===== config.mk =====
export PLATFORM = sky130hd
export DESIGN_NAME = fifo_writeback_buffer_pool
export DESIGN_NICKNAME = d
export VERILOG_FILES = /design/src/rtl/fwbp_pkg.sv /design/src/rtl/fwbp_core.sv /design/src/rtl/fwbp_obuf.sv /design/src/rtl/fifo_writeback_buffer_pool.sv
export SDC_FILE = /design/constraint.sdc
export NUM_CORES = 1
export LEC_CHECK = 0
export ABC_AREA = 1
export BUFFER_PORTS_ARGS = -buffer_cell sky130_fd_sc_hd__buf_2
export CAP_MARGIN = 40
export CORE_MARGIN = 3
export CORE_UTILIZATION = 55
export CTS_BUF_LIST = sky130_fd_sc_hd__clkbuf_8
export DETAILED_ROUTE_END_ITERATION = 7
export PLACE_DENSITY = 0.7
export SETUP_SLACK_MARGIN = 0.1
export SLEW_MARGIN = 10
export SYNTH_ARGS = -nofsm -noshare
export SYNTH_HDL_FRONTEND = slang
export SYNTH_SLANG_ARGS = --single-unit

===== constraint.sdc =====
create_clock -name i_clk -period 6.4 [get_ports i_clk]
set_clock_uncertainty 0.2 [all_clocks]
set_input_delay 1.92 -clock i_clk [delete_from_list [all_inputs] [get_ports i_clk]]
set_output_delay 1.92 -clock i_clk [all_outputs]
set_load 0.1 [all_outputs]

===== src/rtl/fwbp_pkg.sv =====
// Package with the sizes, codes and request/result types of the write-back buffer pool.
package fwbp_pkg;

    localparam int ENTRIES    = 2;
    localparam int ID_WIDTH   = 16;
    localparam int WORD_WIDTH = 32;

    localparam int SLOT_W = (ENTRIES > 1) ? $clog2(ENTRIES) : 1;
    localparam int CNT_W  = $clog2(ENTRIES + 1);
    localparam int SUM_W  = CNT_W + 1;

    localparam logic [1:0] CMD_LOAD   = 2'd0;
    localparam logic [1:0] CMD_UPDATE = 2'd1;
    localparam logic [1:0] CMD_FILL   = 2'd2;

    localparam logic [1:0] KIND_LOAD      = 2'd0;
    localparam logic [1:0] KIND_FETCH     = 2'd1;
    localparam logic [1:0] KIND_WRITEBACK = 2'd2;
    localparam logic [1:0] KIND_ACK       = 2'd3;

    typedef struct packed {
        logic [1:0]            cmd;
        logic                  is_data;
        logic [ID_WIDTH-1:0]   record_id;
        logic [WORD_WIDTH-1:0] content;
    } t_in_item;

    typedef struct packed {
        logic [1:0]            kind;
        logic                  out_is_data;
        logic [ID_WIDTH-1:0]   out_record_id;
        logic [WORD_WIDTH-1:0] out_content;
        logic                  last;
    } t_out_item;

    typedef logic [1:0] t_res_cnt;

endpackage


===== src/rtl/fwbp_core.sv =====
// Slot store, tag compare, FIFO replacement and result forming for one request.
module fwbp_core (
    input  logic                i_clk,
    input  logic                i_rst_n,
    input  logic                i_fire,
    input  fwbp_pkg::t_in_item  i_req,
    output fwbp_pkg::t_out_item o_res0,
    output fwbp_pkg::t_out_item o_res1,
    output fwbp_pkg::t_res_cnt  o_res_cnt
);

    logic [fwbp_pkg::ENTRIES-1:0]    r_valid;
    logic [fwbp_pkg::ENTRIES-1:0]    r_dirty;
    logic [fwbp_pkg::ENTRIES-1:0]    r_is_data;
    logic [fwbp_pkg::ID_WIDTH-1:0]   r_rec  [fwbp_pkg::ENTRIES];
    logic [fwbp_pkg::WORD_WIDTH-1:0] r_word [fwbp_pkg::ENTRIES];
    logic [fwbp_pkg::SLOT_W-1:0]     r_oldest;
    logic [fwbp_pkg::CNT_W-1:0]      r_count;
    logic                            r_pend;
    logic                            r_pend_d;
    logic [fwbp_pkg::ID_WIDTH-1:0]   r_pend_id;

    logic [fwbp_pkg::SLOT_W-1:0]     n_oldest;
    logic [fwbp_pkg::CNT_W-1:0]      n_count;

    logic                            key_d;
    logic [fwbp_pkg::ID_WIDTH-1:0]   key_id;
    logic [fwbp_pkg::ENTRIES-1:0]    hit_vec;
    logic [fwbp_pkg::ENTRIES-1:0]    old_vec;
    logic [fwbp_pkg::ENTRIES-1:0]    ins_vec;
    logic                            hit;
    logic [fwbp_pkg::WORD_WIDTH-1:0] hit_word;
    logic [fwbp_pkg::WORD_WIDTH-1:0] ev_word;
    logic [fwbp_pkg::ID_WIDTH-1:0]   ev_id;
    logic                            ev_d;
    logic                            ev_dirty;
    logic                            full;
    logic                            is_load;
    logic                            is_upd;
    logic                            is_fill;
    logic                            has_main;
    logic                            do_evict;
    logic                            do_install;
    logic                            wb;
    logic [fwbp_pkg::SUM_W-1:0]      pos_sum;
    logic [fwbp_pkg::SLOT_W-1:0]     ins_pos;
    logic [fwbp_pkg::SLOT_W-1:0]     oldest_inc;
    fwbp_pkg::t_out_item             main_item;
    fwbp_pkg::t_out_item             wb_item;

    always_comb begin
        is_load = (i_req.cmd == fwbp_pkg::CMD_LOAD);
        is_upd  = (i_req.cmd == fwbp_pkg::CMD_UPDATE);
        is_fill = (i_req.cmd == fwbp_pkg::CMD_FILL) && r_pend;
        key_d   = (i_req.cmd == fwbp_pkg::CMD_FILL) ? r_pend_d : i_req.is_data;
        key_id  = (i_req.cmd == fwbp_pkg::CMD_FILL) ? r_pend_id : i_req.record_id;

        hit_word = '0;
        ev_word  = '0;
        ev_id    = '0;
        ev_d     = 1'b0;
        ev_dirty = 1'b0;
        for (int i = 0; i < fwbp_pkg::ENTRIES; i++) begin
            hit_vec[i] = r_valid[i] && (r_is_data[i] == key_d) && (r_rec[i] == key_id);
            old_vec[i] = (r_oldest == fwbp_pkg::SLOT_W'(i));
            hit_word   = hit_word | ({fwbp_pkg::WORD_WIDTH{hit_vec[i]}} & r_word[i]);
            ev_word    = ev_word | ({fwbp_pkg::WORD_WIDTH{old_vec[i]}} & r_word[i]);
            ev_id      = ev_id | ({fwbp_pkg::ID_WIDTH{old_vec[i]}} & r_rec[i]);
            ev_d       = ev_d | (old_vec[i] & r_is_data[i]);
            ev_dirty   = ev_dirty | (old_vec[i] & r_dirty[i]);
        end
        hit = |hit_vec;

        full       = (r_count == fwbp_pkg::CNT_W'(fwbp_pkg::ENTRIES));
        has_main   = is_load || is_upd || is_fill;
        do_evict   = has_main && !hit && full;
        do_install = (is_upd || is_fill) && !hit;
        wb         = do_evict && ev_dirty;

        pos_sum = fwbp_pkg::SUM_W'(r_oldest) + fwbp_pkg::SUM_W'(r_count);
        if (pos_sum >= fwbp_pkg::SUM_W'(fwbp_pkg::ENTRIES)) begin
            pos_sum = pos_sum - fwbp_pkg::SUM_W'(fwbp_pkg::ENTRIES);
        end
        ins_pos = full ? r_oldest : pos_sum[fwbp_pkg::SLOT_W-1:0];
        for (int i = 0; i < fwbp_pkg::ENTRIES; i++) begin
            ins_vec[i] = (ins_pos == fwbp_pkg::SLOT_W'(i));
        end

        oldest_inc = (r_oldest == fwbp_pkg::SLOT_W'(fwbp_pkg::ENTRIES - 1)) ?
                     '0 : r_oldest + 1'b1;
        n_oldest   = do_evict ? oldest_inc : r_oldest;
        n_count    = r_count;
        if (do_evict && !do_install) begin
            n_count = r_count - 1'b1;
        end else if (!do_evict && do_install) begin
            n_count = r_count + 1'b1;
        end

        main_item.out_is_data   = key_d;
        main_item.out_record_id = key_id;
        main_item.last          = 1'b1;
        if (is_upd) begin
            main_item.kind        = fwbp_pkg::KIND_ACK;
            main_item.out_content = i_req.content;
        end else if (is_fill) begin
            main_item.kind        = fwbp_pkg::KIND_LOAD;
            main_item.out_content = hit ? hit_word : i_req.content;
        end else begin
            main_item.kind        = hit ? fwbp_pkg::KIND_LOAD : fwbp_pkg::KIND_FETCH;
            main_item.out_content = hit ? hit_word : '0;
        end

        wb_item.kind          = fwbp_pkg::KIND_WRITEBACK;
        wb_item.out_is_data   = ev_d;
        wb_item.out_record_id = ev_id;
        wb_item.out_content   = ev_word;
        wb_item.last          = 1'b0;

        o_res0    = wb ? wb_item : main_item;
        o_res1    = main_item;
        o_res_cnt = fwbp_pkg::t_res_cnt'({1'b0, wb}) + fwbp_pkg::t_res_cnt'({1'b0, has_main});
    end

    always_ff @(posedge i_clk) begin
        if (!i_rst_n) begin
            r_valid   <= '0;
            r_dirty   <= '0;
            r_oldest  <= '0;
            r_count   <= '0;
            r_pend    <= 1'b0;
            r_pend_d  <= 1'b0;
            r_pend_id <= '0;
        end else if (i_fire) begin
            r_oldest <= n_oldest;
            r_count  <= n_count;
            if (is_load && !hit) begin
                r_pend    <= 1'b1;
                r_pend_d  <= i_req.is_data;
                r_pend_id <= i_req.record_id;
            end else if (is_fill) begin
                r_pend <= 1'b0;
            end
            for (int i = 0; i < fwbp_pkg::ENTRIES; i++) begin
                if (do_install && ins_vec[i]) begin
                    r_valid[i] <= 1'b1;
                    r_dirty[i] <= is_upd;
                end else if (do_evict && old_vec[i]) begin
                    r_valid[i] <= 1'b0;
                    r_dirty[i] <= 1'b0;
                end else if (is_upd && hit_vec[i]) begin
                    r_dirty[i] <= 1'b1;
                end
            end
        end
    end

    always_ff @(posedge i_clk) begin
        if (i_fire) begin
            for (int i = 0; i < fwbp_pkg::ENTRIES; i++) begin
                if (do_install && ins_vec[i]) begin
                    r_is_data[i] <= key_d;
                    r_rec[i]     <= key_id;
                    r_word[i]    <= i_req.content;
                end else if (is_upd && hit_vec[i]) begin
                    r_word[i] <= i_req.content;
                end
            end
        end
    end

endmodule


===== src/rtl/fwbp_obuf.sv =====
// Two-entry result register that hands the results of one request out in order.
module fwbp_obuf (
    input  logic                i_clk,
    input  logic                i_rst_n,
    input  logic                i_push,
    input  fwbp_pkg::t_res_cnt  i_push_cnt,
    input  fwbp_pkg::t_out_item i_item0,
    input  fwbp_pkg::t_out_item i_item1,
    input  logic                i_out_ready,
    output logic                o_out_valid,
    output fwbp_pkg::t_out_item o_out_data,
    output logic                o_can_take
);

    fwbp_pkg::t_res_cnt  r_cnt;
    fwbp_pkg::t_res_cnt  n_cnt;
    fwbp_pkg::t_out_item r_q0;
    fwbp_pkg::t_out_item r_q1;
    logic                pop;

    assign o_out_valid = (r_cnt != '0);
    assign o_out_data  = r_q0;
    assign pop         = o_out_valid && i_out_ready;
    assign o_can_take  = (r_cnt == 2'd0) || ((r_cnt == 2'd1) && pop);

    always_comb begin
        if (i_push) begin
            n_cnt = i_push_cnt;
        end else if (pop) begin
            n_cnt = r_cnt - 1'b1;
        end else begin
            n_cnt = r_cnt;
        end
    end

    always_ff @(posedge i_clk) begin
        if (!i_rst_n) begin
            r_cnt <= '0;
        end else begin
            r_cnt <= n_cnt;
        end
    end

    always_ff @(posedge i_clk) begin
        if (i_push) begin
            r_q0 <= i_item0;
            r_q1 <= i_item1;
        end else if (pop) begin
            r_q0 <= r_q1;
        end
    end

endmodule


===== src/rtl/fifo_writeback_buffer_pool.sv =====
// Top level of the write-back buffer pool: request register, slot core and result buffer.
//
// Requests enter on i_in_valid/o_in_ready with i_in_data (load, update or fill).
// Results leave on o_out_valid/i_out_ready with o_out_data; each request gives
// zero, one or two results, the last of them flagged by the last field.
// A request is held in the request register, then looked up against all
// slots at once and the slot state is updated in that same cycle, and its
// results land in a two-entry result register. The first result is offered
// from that result register, so it comes after both the request register and the lookup.
// One request is taken per cycle as long as each gives at most one result and
// the receiver keeps up; a request with a write-back ahead of its main result
// holds the next request while the second result drains.
// Reset empties every slot, clears the dirty bits, the pending fetch and the
// replacement pointer. When the receiver stalls, results stay in the result
// register, the held request waits, and o_in_ready stays low while the request
// register holds a request that cannot yet go on.
module fifo_writeback_buffer_pool (
    input  logic                i_clk,
    input  logic                i_rst_n,
    input  logic                i_in_valid,
    output logic                o_in_ready,
    input  fwbp_pkg::t_in_item  i_in_data,
    output logic                o_out_valid,
    input  logic                i_out_ready,
    output fwbp_pkg::t_out_item o_out_data
);

    logic                r_in_valid;
    fwbp_pkg::t_in_item  r_in;
    logic                fire;
    logic                can_take;
    fwbp_pkg::t_out_item res0;
    fwbp_pkg::t_out_item res1;
    fwbp_pkg::t_res_cnt  res_cnt;

    assign fire       = r_in_valid && can_take;
    assign o_in_ready = !r_in_valid || fire;

    always_ff @(posedge i_clk) begin
        if (!i_rst_n) begin
            r_in_valid <= 1'b0;
        end else if (i_in_valid && o_in_ready) begin
            r_in_valid <= 1'b1;
        end else if (fire) begin
            r_in_valid <= 1'b0;
        end
    end

    always_ff @(posedge i_clk) begin
        if (i_in_valid && o_in_ready) begin
            r_in <= i_in_data;
        end
    end

    fwbp_core u_core (
        .i_clk     (i_clk),
        .i_rst_n   (i_rst_n),
        .i_fire    (fire),
        .i_req     (r_in),
        .o_res0    (res0),
        .o_res1    (res1),
        .o_res_cnt (res_cnt)
    );

    fwbp_obuf u_obuf (
        .i_clk       (i_clk),
        .i_rst_n     (i_rst_n),
        .i_push      (fire),
        .i_push_cnt  (res_cnt),
        .i_item0     (res0),
        .i_item1     (res1),
        .i_out_ready (i_out_ready),
        .o_out_valid (o_out_valid),
        .o_out_data  (o_out_data),
        .o_can_take  (can_take)
    );

`ifndef SYNTHESIS
    a_two_results_lead_with_writeback: assert property (@(posedge i_clk) disable iff (!i_rst_n)
        (fire && (res_cnt == 2'd2)) |->
            ((res0.kind == fwbp_pkg::KIND_WRITEBACK) && !res0.last && res1.last))
        else $error("two results without a leading write-back");

    a_single_result_is_last: assert property (@(posedge i_clk) disable iff (!i_rst_n)
        (fire && (res_cnt == 2'd1)) |-> (res0.last && (res0.kind != fwbp_pkg::KIND_WRITEBACK)))
        else $error("single result is not a final main result");

    a_no_output_after_reset: assert property (@(posedge i_clk)
        $past(!i_rst_n) |-> !o_out_valid)
        else $error("result offered right after reset");
`endif

endmodule

; After elaboration in Yosys (flattened, before gate mapping)
; Memory sizes are Yosys's and may differ from the RTL's.
; Index checks and enable logic that the tools add are counted.
[word_totals]
register_bits = 184
ram_bits = 96
input_bits = 55
output_inout_bits = 54
n_memories = 2
[classes]
addsub = 7
magnitude_cmp = 1
eq_ne = 8
n_mux = 52
n_bitwise = 19
reduce_logical = 54
[memory_table]
columns = memory, words, word_bits, read_ports, rd_ports_with_merged_regs, write_ports, line
row1 = u_core.r_word, 2, 32, 2, 0, 2, fwbp_core.sv:16  ; logic [fwbp_pkg::WORD_WIDTH-1:0] r_word [fwbp_pkg::ENTRIES];
row2 = u_core.r_rec, 2, 16, 2, 0, 1, fwbp_core.sv:15  ; logic [fwbp_pkg::ID_WIDTH-1:0] r_rec [fwbp_pkg::ENTRIES];
[op_table]
columns = operator, count
row1 = $mux 32, 6
row2 = $mux 52, 3
row3 = $and 32x32->32, 4
row4 = $or 32x32->32, 2
row5 = $mux 1, 35
row6 = $and 16x16->16, 2
row7 = $eq 16x16->1, 2
row8 = $mux 16, 2
row9 = $logic_and 1x1->1, 22
row10 = $reduce_and 2->1, 10
row11 = $or 16x16->16, 1
row12 = $reduce_or 16->1, 1
row13 = $reduce_bool 2->1, 7
row14 = $mux 2, 6
row15 = $reduce_bool 3->1, 2
row16 = $logic_or 1x1->1, 5
row17 = $and 1x1->1, 4
row18 = $eq 2x1->1 const B, 2
row19 = $eq 2x2->1 const B, 2
row20 = $logic_not 1->1, 4
row21 = $logic_not 2->1, 2
row22 = $or 1x1->1, 4
row23 = $sub 2x1->2 const B, 2
row24 = $add 1x2->3, 1
row25 = other kinds (8), 10

; Longest topological paths before layout
; Gate-level depths: netlist of the first run.
[depth]
word_depth = 14
ltp_mapped = 21
depth_no_buf = 19

; Modules after synthesis
; Synthesis of the first run repeated with hierarchy kept, for this count alone.
[hier_totals]
hier_cells = 1484
area_unflattened_um2 = 13397.8
[by_module_without_submodules]
columns = module, instances, cells_per_inst, area_each_um2, seq_area_each_um2
row1 = fwbp_core, 1, 1126, 7828.8, 3443.3
row2 = fwbp_obuf, 1, 298, 3978.8, 3163.0
row3 = fifo_writeback_buffer_pool, 1, 60, 1590.3, 1551.5

; Worst setup path after synthesis of the first run
; No wires, ideal clock.
[synth_timing]
path_kind = in2reg
start = input port i_out_ready
end = memory u_core.r_word[0][0] in the netlist's numbering, enable pin
arrival_ps = 5158
required_time_ps = 5810
setup_slack_ps = 652
stages = 5
n_path_buf = 1
cell_sequence = a21oi_1 -> nor2_1 -> clkbuf_1 -> nand4_1 -> nand2_1
[synth_rtl]
columns = element, line
row1 = from (decl), fifo_writeback_buffer_pool.sv:24  ; input logic i_out_ready,
row2 = to (decl), fwbp_core.sv:16

; Worst setup path in the final report of the first run
[layout_timing]
start = input port i_out_ready
end = output port o_in_ready
[layout_between]
elab_chain_len = 5
[layout_lines]
columns = element, line
row1 = $logic_and 1x1->1, fwbp_obuf.sv:23  ; assign pop = o_out_valid && i_out_ready;
row2 = $logic_and 1x1->1, fwbp_obuf.sv:24  ; assign o_can_take = (r_cnt == 2'd0) || ((r_cnt == 2'd1) && pop);
row3 = $logic_or 1x1->1, fwbp_obuf.sv:24
row4 = $logic_and 1x1->1, fifo_writeback_buffer_pool.sv:36  ; assign fire = r_in_valid && can_take;
row5 = $logic_or 1x1->1, fifo_writeback_buffer_pool.sv:37  ; assign o_in_ready = !r_in_valid || fire;
row6 = to (decl), fifo_writeback_buffer_pool.sv:21  ; output logic o_in_ready,
; Every way passes these cells.

==> flow_results.xml, run 1 <==
<?xml version="1.0" encoding="UTF-8"?>
<metrics>
  <group name="clock_network">
    <metric name="cts_clk_pin_slew_worst_paths" unit="ns">0.06</metric>
    <metric name="cts_setup_buffers" unit="">0</metric>
    <metric name="ctsHoldBuffers" unit="">0</metric>
    <metric name="ctsHtreeMaxLevel" unit="">2</metric>
    <metric name="clock_latency_at_the_later_pin_of_the_worst_skew_pair" unit="ns">0.57</metric>
    <metric name="cts_num_sinks" unit="">280</metric>
    <metric name="cts_resized" unit="">0</metric>
    <metric name="tritoncts_clock_tree" unit="">done</metric>
    <metric name="clockBufferDepth" unit="">3</metric>
    <metric name="cts_buffers" unit="">46</metric>
    <metric name="clock_root_buffer" unit="">sky130_fd_sc_hd__clkbuf_8</metric>
  </group>
  <group name="placed_design">
    <metric name="io_buffer_count" unit="">108</metric>
    <metric name="detailed_place.area" unit="µm²">13500</metric>
    <metric name="detailedPlacementHpwl" unit="mm">18.9</metric>
    <metric name="finalWeightedCongestion" unit="">0.972</metric>
    <metric name="placement.setup.worst_slack" unit="ns">1.42</metric>
  </group>
  <group name="synthesis">
    <metric name="yosys_warnings" unit="">0</metric>
    <metric name="yosysUniqueCellTypes" unit="">33</metric>
    <metric name="post-synth-top-area-cell" unit="">sky130_fd_sc_hd__edfxtp_1</metric>
    <metric name="synth.ff_latch_count" unit="">280</metric>
    <metric name="netlist_top_cells_count" unit="">408 x sky130_fd_sc_hd__nand2_1, 252 x sky130_fd_sc_hd__edfxtp_1, 184 x sky130_fd_sc_hd__nand3_1, 78 x sky130_fd_sc_hd__inv_1, 60 x sky130_fd_sc_hd__a21oi_1</metric>
    <metric name="synthMostInstantiatedCell" unit="">sky130_fd_sc_hd__nand2_1</metric>
    <metric name="ys.flop_type" unit="">sky130_fd_sc_hd__edfxtp_1</metric>
    <metric name="post_synthesis_net_count" unit="">1337</metric>
    <metric name="share_of_yosys_cell_area_claimed_by_the_top_area_cell_type" unit="%">59.8</metric>
    <metric name="post_synth.cell_area_avg" unit="µm²">9.90</metric>
    <metric name="synthCells" unit="">1279</metric>
    <metric name="ys_top_cells_by_area" unit="">sky130_fd_sc_hd__edfxtp_1 60%, sky130_fd_sc_hd__nand2_1 12%, sky130_fd_sc_hd__nand3_1 7.3%, sky130_fd_sc_hd__dfxtp_1 4.4%, sky130_fd_sc_hd__a21oi_1 2.4%</metric>
    <metric name="synth-edff-count" unit="">252</metric>
    <metric name="syn-cell-area" unit="µm²">12700</metric>
    <metric name="ys_seq_area_share" unit="%">64.2</metric>
    <metric name="async_flop_share" unit="%">0</metric>
  </group>
  <group name="worst_setup_path">
    <metric name="cp-end-kind" unit="">primary output</metric>
    <metric name="crit_fanout" unit="">3</metric>
    <metric name="required" unit="ns">4.28</metric>
    <metric name="crit_family" unit="">buffers and inverters</metric>
    <metric name="setup.worst_path.start_class" unit="">input pin</metric>
    <metric name="worst_path_most_repeated_cell" unit="">sky130_fd_sc_hd__buf_2</metric>
    <metric name="cp.depth" unit="">4</metric>
    <metric name="worst_setup_path_startpoint" unit="">i_out_ready</metric>
    <metric name="reg2reg_slack" unit="ns">1.92</metric>
    <metric name="rr_startpoint" unit="">r_in[49]</metric>
    <metric name="crit_path_top_delay_cell" unit="">sky130_fd_sc_hd__buf_2</metric>
    <metric name="cp_slowest_stage_delay" unit="ns">0.35</metric>
    <metric name="critPathBufInv" unit="">2</metric>
    <metric name="crit_chain" unit="">buf_2, a21oi_1, nand2_1, buf_2</metric>
    <metric name="criticalPathCategory" unit="">in -&gt; out</metric>
    <metric name="worst_r2r_path_depth" unit="">14</metric>
    <metric name="r2r-end" unit="">u_core.r_rec[0][14]</metric>
    <metric name="endpoint" unit="">o_in_ready</metric>
    <metric name="critPathArrivalTime" unit="ns">2.87</metric>
  </group>
  <group name="global_route">
    <metric name="grt_antenna_before_repair" unit="">0</metric>
    <metric name="grt_first_pass_wirelength" unit="mm">48.5</metric>
    <metric name="globalRouteOverflowTotal" unit="">0</metric>
    <metric name="groute.usage.overall" unit="%">25.1</metric>
    <metric name="via_count_of_the_first_global_routing_pass" unit="">9408</metric>
    <metric name="grt_max_degree" unit="">59</metric>
  </group>
  <group name="floorplan">
    <metric name="die_y" unit="µm">158</metric>
    <metric name="start_util" unit="%">57.0</metric>
    <metric name="full_die_area" unit="µm²">24900</metric>
    <metric name="rows" unit="">54</metric>
    <metric name="number_of_top_level_pins" unit="">109</metric>
    <metric name="die_w" unit="µm">158</metric>
    <metric name="coreArea" unit="µm²">22200</metric>
  </group>
  <group name="job">
    <metric name="cap_violations" unit="">0</metric>
  </group>
  <group name="routing">
    <metric name="wl_per_cell" unit="µm">17.8</metric>
    <metric name="wl" unit="mm">30.4</metric>
    <metric name="vias_per_cell" unit="">5.51</metric>
    <metric name="dr.first_iter.drc_count" unit="">780</metric>
    <metric name="via_count" unit="">9449</metric>
    <metric name="drc_errors" unit="">0</metric>
    <metric name="drt.antenna.violating_nets" unit="">0</metric>
    <metric name="drt_pre_antenna_iters" unit="">6</metric>
  </group>
  <group name="sta">
    <metric name="finalMaxSlewViolations" unit="">0</metric>
    <metric name="finalHoldWorstSlack" unit="ns">0.247</metric>
    <metric name="rsz0062_at_grt" unit="">false</metric>
    <metric name="fmax" unit="MHz">200</metric>
    <metric name="finalHoldViolCount" unit="">0</metric>
    <metric name="timing.final.crit_share" unit="%">78.0</metric>
    <metric name="max_slew.worst_pin.slew" unit="ns">0.878</metric>
    <metric name="setup_viol_count_final" unit="">0</metric>
    <metric name="relative_slew_margins" unit="%">41.4</metric>
    <metric name="min_period" unit="ns">4.99</metric>
    <metric name="fin_tns_setup" unit="ns">0</metric>
    <metric name="worst_slack_setup_final" unit="ns">1.41</metric>
  </group>
  <group name="power_and_ir_drop">
    <metric name="sequentialPowerShare" unit="%">45.4</metric>
    <metric name="power_switching_share" unit="%">36.3</metric>
    <metric name="leakage" unit="nW">5.78</metric>
    <metric name="clockPowerShare" unit="%">29.0</metric>
    <metric name="netSwitchingPower" unit="W">0.00189</metric>
    <metric name="power_density" unit="nW/µm²">361</metric>
    <metric name="power_frac_comb" unit="%">25.6</metric>
    <metric name="internal-power" unit="W">0.00331</metric>
    <metric name="max-vdd-ir-drop" unit="mV">0.334</metric>
  </group>
  <group name="finish">
    <metric name="final_net_count" unit="">1456</metric>
    <metric name="syn_to_final_growth" unit="%">13.7</metric>
    <metric name="drive_above_1_share" unit="%">17.1</metric>
    <metric name="layout.cell_area.non_filler" unit="µm²">14400</metric>
    <metric name="antenna_cells" unit="">0</metric>
  </group>
  <group name="min_path">
    <metric name="hp-class" unit="">reg -&gt; reg</metric>
    <metric name="min_from" unit="">u_core.r_pend_id[14]</metric>
  </group>
  <group name="outcome">
    <metric name="run_status" unit="">finished clean</metric>
  </group>
</metrics>
[layer usage]
layer,track usage [%],wire length [µm],up-vias
met5,0,0,-
met4,11.8,1110,0
met2,41.0,14400,365
met1,33.0,12900,4408
met3,4.05,2040,87
li1,-,-,4589
[power by group through the flow]
stage	registers [W]	clock network [W]	logic, W
after floorplan	0.00303	0	0.000412
after global placement	0.00239	0	0.00132
after detailed placement	0.00239	0	0.00134
after CTS	0.00236	0.00155	0.00134
after global routing	0.00237	0.00164	0.00141
final	0.00236	0.00151	0.00133
[registers in the layout, indices dropped and copies added, names as in the netlist]
| signal | cells |
|---|---|
| r_in | 51 |
| r_in_valid | 1 |
| u_core.r_count | 2 |
| u_core.r_dirty | 2 |
| u_core.r_is_data | 2 |
| u_core.r_oldest | 1 |
| u_core.r_pend | 1 |
| u_core.r_pend_d | 1 |
| u_core.r_pend_id | 16 |
| u_core.r_rec | 32 |
| u_core.r_valid | 2 |
| u_core.r_word | 64 |
| u_obuf.o_out_data | 52 |
| u_obuf.r_cnt | 2 |
| u_obuf.r_q1 | 51 |
[cell type report]
class	count	area (µm²)
Clock buffer	54	743
Clock inverter	31	161
Fill cell	1837	7840
Inverter	85	322
Multi-Input combinational cell	856	3960
Sequential cell	280	8130
Tap cell	280	350
Timing Repair Buffer	129	731
[per-stage QoR]
stage	util [%]	cells	total power [W]
finish	64.7	1715	0.00519
global route	64.7	1715	0.00543
CTS	64.7	1715	0.00524
detailed placement	60.7	1630	0.00373
global placement	60.5	1628	0.00371
floorplan	-	1279	0.00345
[worst register-to-register path, delay by kind of cell, from the launching register on]
| family | cells | cell delay (ns) |
|---|---|---|
| buffers and inverters | 4 | 1.99 |
| DFF | 1 | 0.42 |
| and+or+nand+nor | 9 | 1.32 |
| AOI/OAI and AO/OA | 1 | 0.18 |
[layout by cell type, fill, tap and decap left out, types with 2 or more instances in the layout]
cell type,Yosys,routed
sky130_fd_sc_hd__a21oi_1,60,60
sky130_fd_sc_hd__and2_1,32,32
sky130_fd_sc_hd__buf_12,0,2
sky130_fd_sc_hd__buf_2,22,108
sky130_fd_sc_hd__buf_4,3,18
sky130_fd_sc_hd__clkbuf_8,0,54
sky130_fd_sc_hd__clkinv_1,2,9
sky130_fd_sc_hd__clkinv_2,0,5
sky130_fd_sc_hd__dfxtp_1,28,27
sky130_fd_sc_hd__edfxtp_1,252,252
sky130_fd_sc_hd__ha_1,3,3
sky130_fd_sc_hd__inv_1,78,93
sky130_fd_sc_hd__inv_2,4,5
sky130_fd_sc_hd__nand2_1,408,407
sky130_fd_sc_hd__nand2_2,4,5
sky130_fd_sc_hd__nand3_1,184,184
sky130_fd_sc_hd__nand3_2,2,2
sky130_fd_sc_hd__nand4_1,12,12
sky130_fd_sc_hd__nor2_1,45,43
sky130_fd_sc_hd__nor2_2,2,2
sky130_fd_sc_hd__nor2_4,1,3
sky130_fd_sc_hd__nor3_1,3,3
sky130_fd_sc_hd__o211ai_1,10,10
sky130_fd_sc_hd__o21ai_0,36,35
sky130_fd_sc_hd__o21ai_1,13,13
sky130_fd_sc_hd__o21ai_2,2,2
sky130_fd_sc_hd__or2_2,32,32
sky130_fd_sc_hd__xnor2_1,3,3
[worst min path at each step]
| stage | end | slack, ns | depth (start not counted) |
|---|---|---|---|
| after detailed placement | u_core.r_pend_id[8] | 0.24 | 2 |
| final | u_core.r_pend_id[14] | 0.25 | 2 |
| after CTS | u_core.r_pend_id[8] | 0.25 | 2 |
| after global placement | u_core.r_pend_id[14] | 0.23 | 2 |
| after floorplan | u_core.r_pend_d | 0.22 | 2 |
| after global routing | u_core.r_pend_id[8] | 0.26 | 2 |
[kinds of logic (layout without fill, tap and decap cells)]
kind of cell    after synthesis  in the layout  synth area share (%)
fa+ha+maj                     3              3                 0.296
buf+inv                     143            299                  4.80
compound gates              121            121                  5.04
simple gates                728            728                  25.4
flops                       280            280                  64.2
xor+xnor                      4              4                 0.277
No activity file was read; power rests on OpenSTA's default activity.
==> run 2, diff against run 1 <==
--- a/config.mk
+++ b/config.mk
@@ -5,14 +5,14 @@
 export SDC_FILE = /design/constraint.sdc
 export NUM_CORES = 1
 export LEC_CHECK = 0
-export ABC_AREA = 1
+export ABC_AREA = 0
 export BUFFER_PORTS_ARGS = -buffer_cell sky130_fd_sc_hd__buf_2
 export CAP_MARGIN = 40
 export CORE_MARGIN = 3
 export CORE_UTILIZATION = 55
 export CTS_BUF_LIST = sky130_fd_sc_hd__clkbuf_8
 export DETAILED_ROUTE_END_ITERATION = 7
-export PLACE_DENSITY = 0.7
+export PLACE_DENSITY = 0.73
 export SETUP_SLACK_MARGIN = 0.1
 export SLEW_MARGIN = 10
 export SYNTH_ARGS = -nofsm -noshare
==> constraint.sdc (replaced) <==
create_clock -name i_clk -period 4 [get_ports i_clk]
set_clock_uncertainty 0.2 [all_clocks]
set_input_delay 1.2 -clock i_clk [delete_from_list [all_inputs] [get_ports i_clk]]
set_output_delay 1.2 -clock i_clk [all_outputs]
set_load 0.1 [all_outputs]
==> flow_results.xml, run 2 <==
<?xml version="1.0" encoding="UTF-8"?>
<metrics>
  <group name="outcome">
    <metric name="run_status" unit="">finished clean</metric>
  </group>
  <group name="worst_setup_path">
    <metric name="required" unit="ns">3.97</metric>
    <metric name="criticalPathCategory" unit="">reg -&gt; reg</metric>
    <metric name="reg2reg_slack" unit="ns">0.32</metric>
    <metric name="cp-end-kind" unit="">flip-flop</metric>
    <metric name="critPathArrivalTime" unit="ns">3.65</metric>
    <metric name="setup.worst_path.start_class" unit="">flip-flop</metric>
    <metric name="r2r-end" unit="">u_core.r_rec[0][4]</metric>
    <metric name="crit_fanout" unit="">24</metric>
    <metric name="worst_r2r_path_depth" unit="">10</metric>
    <metric name="rr_startpoint" unit="">r_in[50]</metric>
  </group>
  <group name="synthesis">
    <metric name="yosys_warnings" unit="">0</metric>
    <metric name="synth-edff-count" unit="">252</metric>
    <metric name="yosysUniqueCellTypes" unit="">66</metric>
    <metric name="post_synth.cell_area_avg" unit="µm²">12.9</metric>
    <metric name="ys_seq_area_share" unit="%">64.8</metric>
    <metric name="async_flop_share" unit="%">0</metric>
    <metric name="share_of_yosys_cell_area_claimed_by_the_top_area_cell_type" unit="%">60.3</metric>
    <metric name="syn-cell-area" unit="µm²">12600</metric>
    <metric name="synthCells" unit="">976</metric>
    <metric name="synth.ff_latch_count" unit="">280</metric>
    <metric name="ys_top_cells_by_area" unit="">sky130_fd_sc_hd__edfxtp_1 60%, sky130_fd_sc_hd__mux2i_1 5.4%, sky130_fd_sc_hd__dfxtp_1 4.5%, sky130_fd_sc_hd__a31o_2 2.2%, sky130_fd_sc_hd__a32oi_1 2.2%</metric>
    <metric name="post-synth-top-area-cell" unit="">sky130_fd_sc_hd__edfxtp_1</metric>
    <metric name="synthMostInstantiatedCell" unit="">sky130_fd_sc_hd__edfxtp_1</metric>
    <metric name="post_synthesis_net_count" unit="">1034</metric>
    <metric name="netlist_top_cells_count" unit="">252 x sky130_fd_sc_hd__edfxtp_1, 68 x sky130_fd_sc_hd__mux2i_1, 68 x sky130_fd_sc_hd__nor2_1, 63 x sky130_fd_sc_hd__inv_1, 63 x sky130_fd_sc_hd__nand2_1</metric>
    <metric name="ys.flop_type" unit="">sky130_fd_sc_hd__edfxtp_1</metric>
  </group>
  <group name="floorplan">
    <metric name="die_y" unit="µm">157</metric>
    <metric name="die_w" unit="µm">157</metric>
    <metric name="start_util" unit="%">56.8</metric>
    <metric name="number_of_top_level_pins" unit="">109</metric>
    <metric name="coreArea" unit="µm²">22100</metric>
    <metric name="full_die_area" unit="µm²">24700</metric>
    <metric name="rows" unit="">54</metric>
  </group>
  <group name="power_and_ir_drop">
    <metric name="internal-power" unit="W">0.00538</metric>
    <metric name="leakage" unit="nW">5.44</metric>
    <metric name="power_frac_comb" unit="%">19.3</metric>
    <metric name="power_switching_share" unit="%">31.5</metric>
    <metric name="power_density" unit="nW/µm²">539</metric>
    <metric name="netSwitchingPower" unit="W">0.00248</metric>
    <metric name="max-vdd-ir-drop" unit="mV">0.446</metric>
    <metric name="clockPowerShare" unit="%">34.6</metric>
    <metric name="sequentialPowerShare" unit="%">46.1</metric>
  </group>
  <group name="global_route">
    <metric name="via_count_of_the_first_global_routing_pass" unit="">8276</metric>
    <metric name="global_route.usage.met3" unit="%">4.45</metric>
    <metric name="grt_most_used_layer" unit="">met2</metric>
    <metric name="groute.usage.overall" unit="%">23.0</metric>
    <metric name="groute.layer.met1.usage" unit="%">32.6</metric>
    <metric name="grt_util_met2" unit="%">35.3</metric>
    <metric name="globalRouteOverflowTotal" unit="">0</metric>
    <metric name="grt_antenna_before_repair" unit="">0</metric>
    <metric name="grt_first_pass_wirelength" unit="mm">44.2</metric>
    <metric name="grt_max_degree" unit="">52</metric>
  </group>
  <group name="sta">
    <metric name="relative_slew_margins" unit="%">43.6</metric>
    <metric name="finalMaxSlewViolations" unit="">0</metric>
    <metric name="timing.final.crit_share" unit="%">92.0</metric>
    <metric name="min_period" unit="ns">3.68</metric>
    <metric name="finalHoldViolCount" unit="">0</metric>
    <metric name="rsz0062_at_grt" unit="">false</metric>
    <metric name="max_slew.worst_pin.slew" unit="ns">0.838</metric>
    <metric name="fin_tns_setup" unit="ns">0</metric>
    <metric name="setup_viol_count_final" unit="">0</metric>
    <metric name="finalHoldWorstSlack" unit="ns">0.272</metric>
    <metric name="fmax" unit="MHz">272</metric>
  </group>
  <group name="finish">
    <metric name="num-fill-cells" unit="">1661</metric>
    <metric name="largest_register_ffs" unit="">64</metric>
    <metric name="mostFrequentLayoutCell" unit="">sky130_fd_sc_hd__edfxtp_1</metric>
    <metric name="most-common-layout-cells" unit="">252 x sky130_fd_sc_hd__edfxtp_1, 108 x sky130_fd_sc_hd__buf_2, 72 x sky130_fd_sc_hd__inv_1, 68 x sky130_fd_sc_hd__mux2i_1, 67 x sky130_fd_sc_hd__nor2_1</metric>
    <metric name="post-route-util" unit="%">66.0</metric>
    <metric name="syn_to_final_growth" unit="%">16.2</metric>
    <metric name="antenna_cells" unit="">0</metric>
    <metric name="instances_no_fill" unit="">1423</metric>
    <metric name="final_net_count" unit="">1164</metric>
    <metric name="layout.cell_area.non_filler" unit="µm²">14600</metric>
    <metric name="register_containing_the_most_flip_flops_in_the_final_layout" unit="">u_core.r_word</metric>
    <metric name="drive_above_1_share" unit="%">22.8</metric>
  </group>
  <group name="placed_design">
    <metric name="io_buffer_count" unit="">108</metric>
    <metric name="detailed_place.area" unit="µm²">13500</metric>
    <metric name="detailedPlacementHpwl" unit="mm">17.6</metric>
    <metric name="finalWeightedCongestion" unit="">0.924</metric>
    <metric name="dp_cells" unit="">1335</metric>
  </group>
  <group name="min_path">
    <metric name="min_from" unit="">r_in[28]</metric>
    <metric name="min_delay_path_depth" unit="">0</metric>
    <metric name="hp-class" unit="">reg -&gt; reg</metric>
    <metric name="whs_endpoint" unit="">u_core.r_word[1][28]</metric>
  </group>
  <group name="routing">
    <metric name="drc_errors" unit="">0</metric>
    <metric name="wl" unit="mm">28.5</metric>
    <metric name="dr.first_iter.drc_count" unit="">789</metric>
    <metric name="via_count" unit="">8410</metric>
    <metric name="drt.antenna.violating_nets" unit="">0</metric>
    <metric name="wl_per_cell" unit="µm">20.1</metric>
    <metric name="drt_pre_antenna_iters" unit="">5</metric>
    <metric name="vias_per_cell" unit="">5.91</metric>
  </group>
  <group name="clock_network">
    <metric name="tritoncts_clock_tree" unit="">done</metric>
    <metric name="cts_clk_pin_slew_worst_paths" unit="ns">0.06</metric>
    <metric name="clock_latency_at_the_later_pin_of_the_worst_skew_pair" unit="ns">0.56</metric>
    <metric name="clockBufferDepth" unit="">3</metric>
    <metric name="ctsHoldBuffers" unit="">0</metric>
    <metric name="cts_num_sinks" unit="">280</metric>
    <metric name="clock_root_buffer" unit="">sky130_fd_sc_hd__clkbuf_8</metric>
    <metric name="ctsHtreeMaxLevel" unit="">2</metric>
    <metric name="cts_buffers" unit="">47</metric>
  </group>
  <group name="job">
    <metric name="cap_violations" unit="">0</metric>
  </group>
</metrics>
## run 2: changes by cell type after synthesis, sizes merged, moves of 18 or more
cell,previous run,this run
and2,32,4
nand3,186,5
mux2i,0,68
nand2b,0,30
inv,83,63
or2,33,2
a21boi,0,34
a32oi,0,32
nor2,48,68
nand2,412,63
nor2b,0,20
a31o,0,32
o21ai,51,33
## run 2: cell families (layout without fill, tap and decap cells)
family | after synthesis | after routing | synth area share [%]
flops | 280 | 280 | 64.8
compound gates | 237 | 237 | 13.6
simple gates | 224 | 224 | 8.79
buf+inv | 124 | 291 | 4.22
mux | 76 | 76 | 6.14
xor+xnor | 32 | 32 | 2.23
fa+ha+maj | 3 | 3 | 0.299
## run 2: how the worst max path moves through the flow
stage,endpoint,from,slack (ns),cells after the start
after floorplan,r_in[0],i_out_ready,0.11,3
after global placement,u_obuf.o_out_data[47],i_out_ready,0.36,6
after detailed placement,u_obuf.o_out_data[16],r_in[50],0.37,11
after CTS,u_core.r_rec[0][4],r_in[50],0.34,10
after global routing,u_core.r_count[1],r_in[49],0.11,13
final,u_core.r_rec[0][4],r_in[50],0.32,10
## run 2: metal layers
layer / up-vias / part of all wire, %
met1: 4043 / 43
met2: 360 / 46
met4: 0 / 2.9
met3: 71 / 8.0
li1: 3936 / -
met5: - / 0
## run 2: critical path, stage by stage (launching register included)
cell and delay, ns:
sky130_fd_sc_hd__edfxtp_1 0.48, sky130_fd_sc_hd__nand2b_1 0.17, sky130_fd_sc_hd__buf_12 0.19, sky130_fd_sc_hd__mux2i_1 0.40, sky130_fd_sc_hd__xnor2_1 0.20, sky130_fd_sc_hd__nor4bb_1 0.10, sky130_fd_sc_hd__and3b_1 0.23, sky130_fd_sc_hd__buf_4 0.17
sky130_fd_sc_hd__nor3_1 0.38, sky130_fd_sc_hd__nand2_1 0.13, sky130_fd_sc_hd__inv_1 0.64
## run 2: area by class of cell
type | instances | area, µm² | area share, %
clock buffers | 54 | 743 | 5.10
multi-input cells | 572 | 3930 | 27.0
repair buffers | 141 | 912 | 6.26
flip-flops and latches | 280 | 8130 | 55.8
inverters | 64 | 243 | 1.66
well taps | 280 | 350 | 2.40
clock inverters | 32 | 269 | 1.85
## run 2: repair_timing
| action | 4_1_cts | 5_1_grt |
|---|---|---|
| gates resized for setup | 0 | 1 |
| buffers inserted | 0 | 2 |
| endpoints found under the setup margin | 0 | 39 |
## run 2: through the flow
stage / worst slack (ns) / power [W]
2_1_floorplan: 0.105 / 0.00483
3_3_place_gp: 0.360 / 0.00517
3_5_place_dp: 0.366 / 0.00519
4_1_cts: 0.344 / 0.00790
5_1_grt: 0.107 / 0.00816
6_report: 0.321 / 0.00786
## run 2: power groups by stage
stage               clock (W)  sequential [W]  combinational (W)
global route          0.00291         0.00364            0.00161
detailed placement          0         0.00368            0.00151
global placement            0         0.00367            0.00149
CTS                   0.00277         0.00362            0.00152
floorplan                   0         0.00436           0.000476
finish                0.00272         0.00362            0.00152
==> run 3, diff against run 2 <==
--- a/config.mk
+++ b/config.mk
@@ -9,10 +9,11 @@
 export BUFFER_PORTS_ARGS = -buffer_cell sky130_fd_sc_hd__buf_2
 export CAP_MARGIN = 40
 export CORE_MARGIN = 3
-export CORE_UTILIZATION = 55
+export CORE_UTILIZATION = 56
 export CTS_BUF_LIST = sky130_fd_sc_hd__clkbuf_8
+export CTS_CLUSTER_DIAMETER = 150
 export DETAILED_ROUTE_END_ITERATION = 7
-export PLACE_DENSITY = 0.73
+export PLACE_DENSITY = 0.75
 export SETUP_SLACK_MARGIN = 0.1
 export SLEW_MARGIN = 10
 export SYNTH_ARGS = -nofsm -noshare
==> flow_results.xml, run 3 (same netlist as run 2, synthesis figures left out) <==
<?xml version="1.0" encoding="UTF-8"?>
<metrics>
  <group name="outcome">
    <metric name="run_status" unit="">finished clean</metric>
  </group>
  <group name="power_and_ir_drop">
    <metric name="power_switching_share" unit="%">32.1</metric>
    <metric name="power_frac_comb" unit="%">19.8</metric>
    <metric name="internal-power" unit="W">0.00510</metric>
    <metric name="sequentialPowerShare" unit="%">48.2</metric>
    <metric name="clockPowerShare" unit="%">32.0</metric>
    <metric name="leakage" unit="nW">5.39</metric>
    <metric name="fin_total_pwr" unit="W">0.00751</metric>
    <metric name="max-vdd-ir-drop" unit="mV">0.324</metric>
    <metric name="power_density" unit="nW/µm²">522</metric>
    <metric name="netSwitchingPower" unit="W">0.00241</metric>
  </group>
  <group name="sta">
    <metric name="timing.final.crit_share" unit="%">93.8</metric>
    <metric name="max_slew.worst_pin.slew" unit="ns">0.770</metric>
    <metric name="fin_tns_setup" unit="ns">0</metric>
    <metric name="setup_viol_count_final" unit="">0</metric>
    <metric name="min_period" unit="ns">3.75</metric>
    <metric name="finalMaxSlewViolations" unit="">0</metric>
    <metric name="rsz0062_at_grt" unit="">false</metric>
    <metric name="fmax" unit="MHz">266</metric>
    <metric name="finalHoldViolCount" unit="">0</metric>
    <metric name="relative_slew_margins" unit="%">47.4</metric>
  </group>
  <group name="clock_network">
    <metric name="ctsHtreeMaxLevel" unit="">2</metric>
    <metric name="clockBufferDepth" unit="">3</metric>
    <metric name="cts_num_sinks" unit="">280</metric>
    <metric name="tritoncts_clock_tree" unit="">done</metric>
    <metric name="cts_buffers" unit="">46</metric>
    <metric name="clock_latency_at_the_later_pin_of_the_worst_skew_pair" unit="ns">0.56</metric>
    <metric name="clock_root_buffer" unit="">sky130_fd_sc_hd__clkbuf_8</metric>
    <metric name="cts_clk_pin_slew_worst_paths" unit="ns">0.06</metric>
  </group>
  <group name="global_route">
    <metric name="grt_antenna_before_repair" unit="">0</metric>
    <metric name="grt_first_pass_wirelength" unit="mm">44.0</metric>
    <metric name="grt_max_degree" unit="">62</metric>
    <metric name="via_count_of_the_first_global_routing_pass" unit="">8269</metric>
    <metric name="globalRouteOverflowTotal" unit="">0</metric>
    <metric name="groute.usage.overall" unit="%">22.9</metric>
  </group>
  <group name="floorplan">
    <metric name="rows" unit="">54</metric>
    <metric name="die_y" unit="µm">156</metric>
    <metric name="full_die_area" unit="µm²">24200</metric>
    <metric name="start_util" unit="%">57.3</metric>
    <metric name="coreArea" unit="µm²">21900</metric>
    <metric name="number_of_top_level_pins" unit="">109</metric>
    <metric name="die_w" unit="µm">156</metric>
  </group>
  <group name="routing">
    <metric name="drt_pre_antenna_iters" unit="">5</metric>
    <metric name="wl_per_cell" unit="µm">20.0</metric>
    <metric name="wl" unit="mm">28.3</metric>
    <metric name="vias_per_cell" unit="">5.92</metric>
    <metric name="dr.first_iter.drc_count" unit="">732</metric>
    <metric name="via_count" unit="">8376</metric>
    <metric name="drt.antenna.violating_nets" unit="">0</metric>
    <metric name="drc_errors" unit="">0</metric>
  </group>
  <group name="finish">
    <metric name="register_containing_the_most_flip_flops_in_the_final_layout" unit="">u_core.r_word</metric>
    <metric name="syn_to_final_growth" unit="%">14.7</metric>
    <metric name="largest_register_ffs" unit="">64</metric>
    <metric name="most-common-layout-cells" unit="">252 x sky130_fd_sc_hd__edfxtp_1, 108 x sky130_fd_sc_hd__buf_2, 84 x sky130_fd_sc_hd__inv_1, 68 x sky130_fd_sc_hd__mux2i_1, 67 x sky130_fd_sc_hd__nor2_1</metric>
    <metric name="post-route-util" unit="%">65.8</metric>
    <metric name="drive_above_1_share" unit="%">22.1</metric>
    <metric name="mostFrequentLayoutCell" unit="">sky130_fd_sc_hd__edfxtp_1</metric>
    <metric name="antenna_cells" unit="">0</metric>
    <metric name="num-fill-cells" unit="">1656</metric>
    <metric name="final_net_count" unit="">1157</metric>
  </group>
  <group name="worst_setup_path">
    <metric name="cp-end-kind" unit="">flip-flop</metric>
    <metric name="required" unit="ns">4.17</metric>
    <metric name="worst_setup_path_startpoint" unit="">r_in[50]</metric>
    <metric name="critPathArrivalTime" unit="ns">3.93</metric>
    <metric name="rr_startpoint" unit="">r_in[50]</metric>
    <metric name="cp_slowest_stage_delay" unit="ns">0.49</metric>
    <metric name="setup.worst_path.start_class" unit="">flip-flop</metric>
    <metric name="crit_fanout" unit="">47</metric>
    <metric name="critPathBufInv" unit="">2</metric>
    <metric name="crit_family" unit="">simple AND/OR/NAND/NOR gates</metric>
    <metric name="crit_chain" unit="">nand2b_1, buf_12, mux2i_1, xnor2_1, nor4_1, and4_2, buf_4, a32oi_1, a21boi_0, a21oi_1</metric>
    <metric name="crit_path_top_delay_cell" unit="">sky130_fd_sc_hd__and4_2</metric>
    <metric name="criticalPathCategory" unit="">reg -&gt; reg</metric>
  </group>
  <group name="placed_design">
    <metric name="finalWeightedCongestion" unit="">0.962</metric>
    <metric name="detailedPlacementHpwl" unit="mm">17.3</metric>
    <metric name="io_buffer_count" unit="">108</metric>
  </group>
  <group name="min_path">
    <metric name="min_from" unit="">r_in[11]</metric>
    <metric name="hp-class" unit="">reg -&gt; reg</metric>
  </group>
  <group name="job">
    <metric name="cap_violations" unit="">0</metric>
  </group>
</metrics>
-- run 3: changes by cell type in the layout (fill, tap and decap cells not counted), moves of 3 or more --
| cell | delta |
|---|---|
| sky130_fd_sc_hd__buf_4 | -3 |
| sky130_fd_sc_hd__bufinv_16 | -4 |
| sky130_fd_sc_hd__clkinv_1 | -9 |
| sky130_fd_sc_hd__inv_1 | +12 |
-- run 3: metrics by stage --
stage          cell area, µm²  std cells  hold slack [ns]  setup slack [ns]
2_1_floorplan           12600        976            0.240             0.105
3_3_place_gp            13500       1330            0.257             0.429
3_5_place_dp            13500       1330            0.268             0.262
4_1_cts                 14400       1415            0.284             0.234
5_1_grt                 14400       1416            0.294             0.101
6_report                14400       1416            0.279             0.247
-- run 3: path summary, 6_finish.rpt --
| check | depth (start not counted) | end | slack, ns |
|---|---|---|---|
| max | 10 | u_obuf.o_out_data[30] | 0.25 |
| min | 0 | u_core.r_word[1][11] | 0.28 |
| max reg2reg | 10 | u_obuf.o_out_data[30] | 0.25 |
| min reg2reg | 0 | u_core.r_word[1][11] | 0.28 |
-- run 3: final cells by class --
type | count | area (µm²) | area share, %
Timing Repair Buffer | 135 | 831 | 5.77
Sequential cell | 280 | 8130 | 56.5
Tap cell | 280 | 350 | 2.43
Inverter | 64 | 246 | 1.71
Clock buffer | 54 | 743 | 5.16
Multi-Input combinational cell | 572 | 3930 | 27.3
Clock inverter | 31 | 160 | 1.11
-- run 3: what timing repair did --
item,CTS,global route
hold buffers,0,0
buffers inserted,0,1
endpoints found under the setup margin,0,17
gates resized for setup,0,1
-- run 3: power groups by stage --
stage	logic [W]	registers (W)	clock network, W
after detailed placement	0.00149	0.00368	0
final	0.00149	0.00362	0.00240
after floorplan	0.000476	0.00436	0
after CTS	0.00150	0.00362	0.00245
after global routing	0.00157	0.00364	0.00259
after global placement	0.00147	0.00367	0
-- run 3: layer usage --
metal | GRT usage [%] | wire length (µm) | part of all wire, %
met1 | 32.7 | 12300 | 44
met2 | 36.6 | 13400 | 47
met3 | 3.77 | 1960 | 6.9
met4 | 7.34 | 594 | 2.1
met5 | 0 | 0 | 0
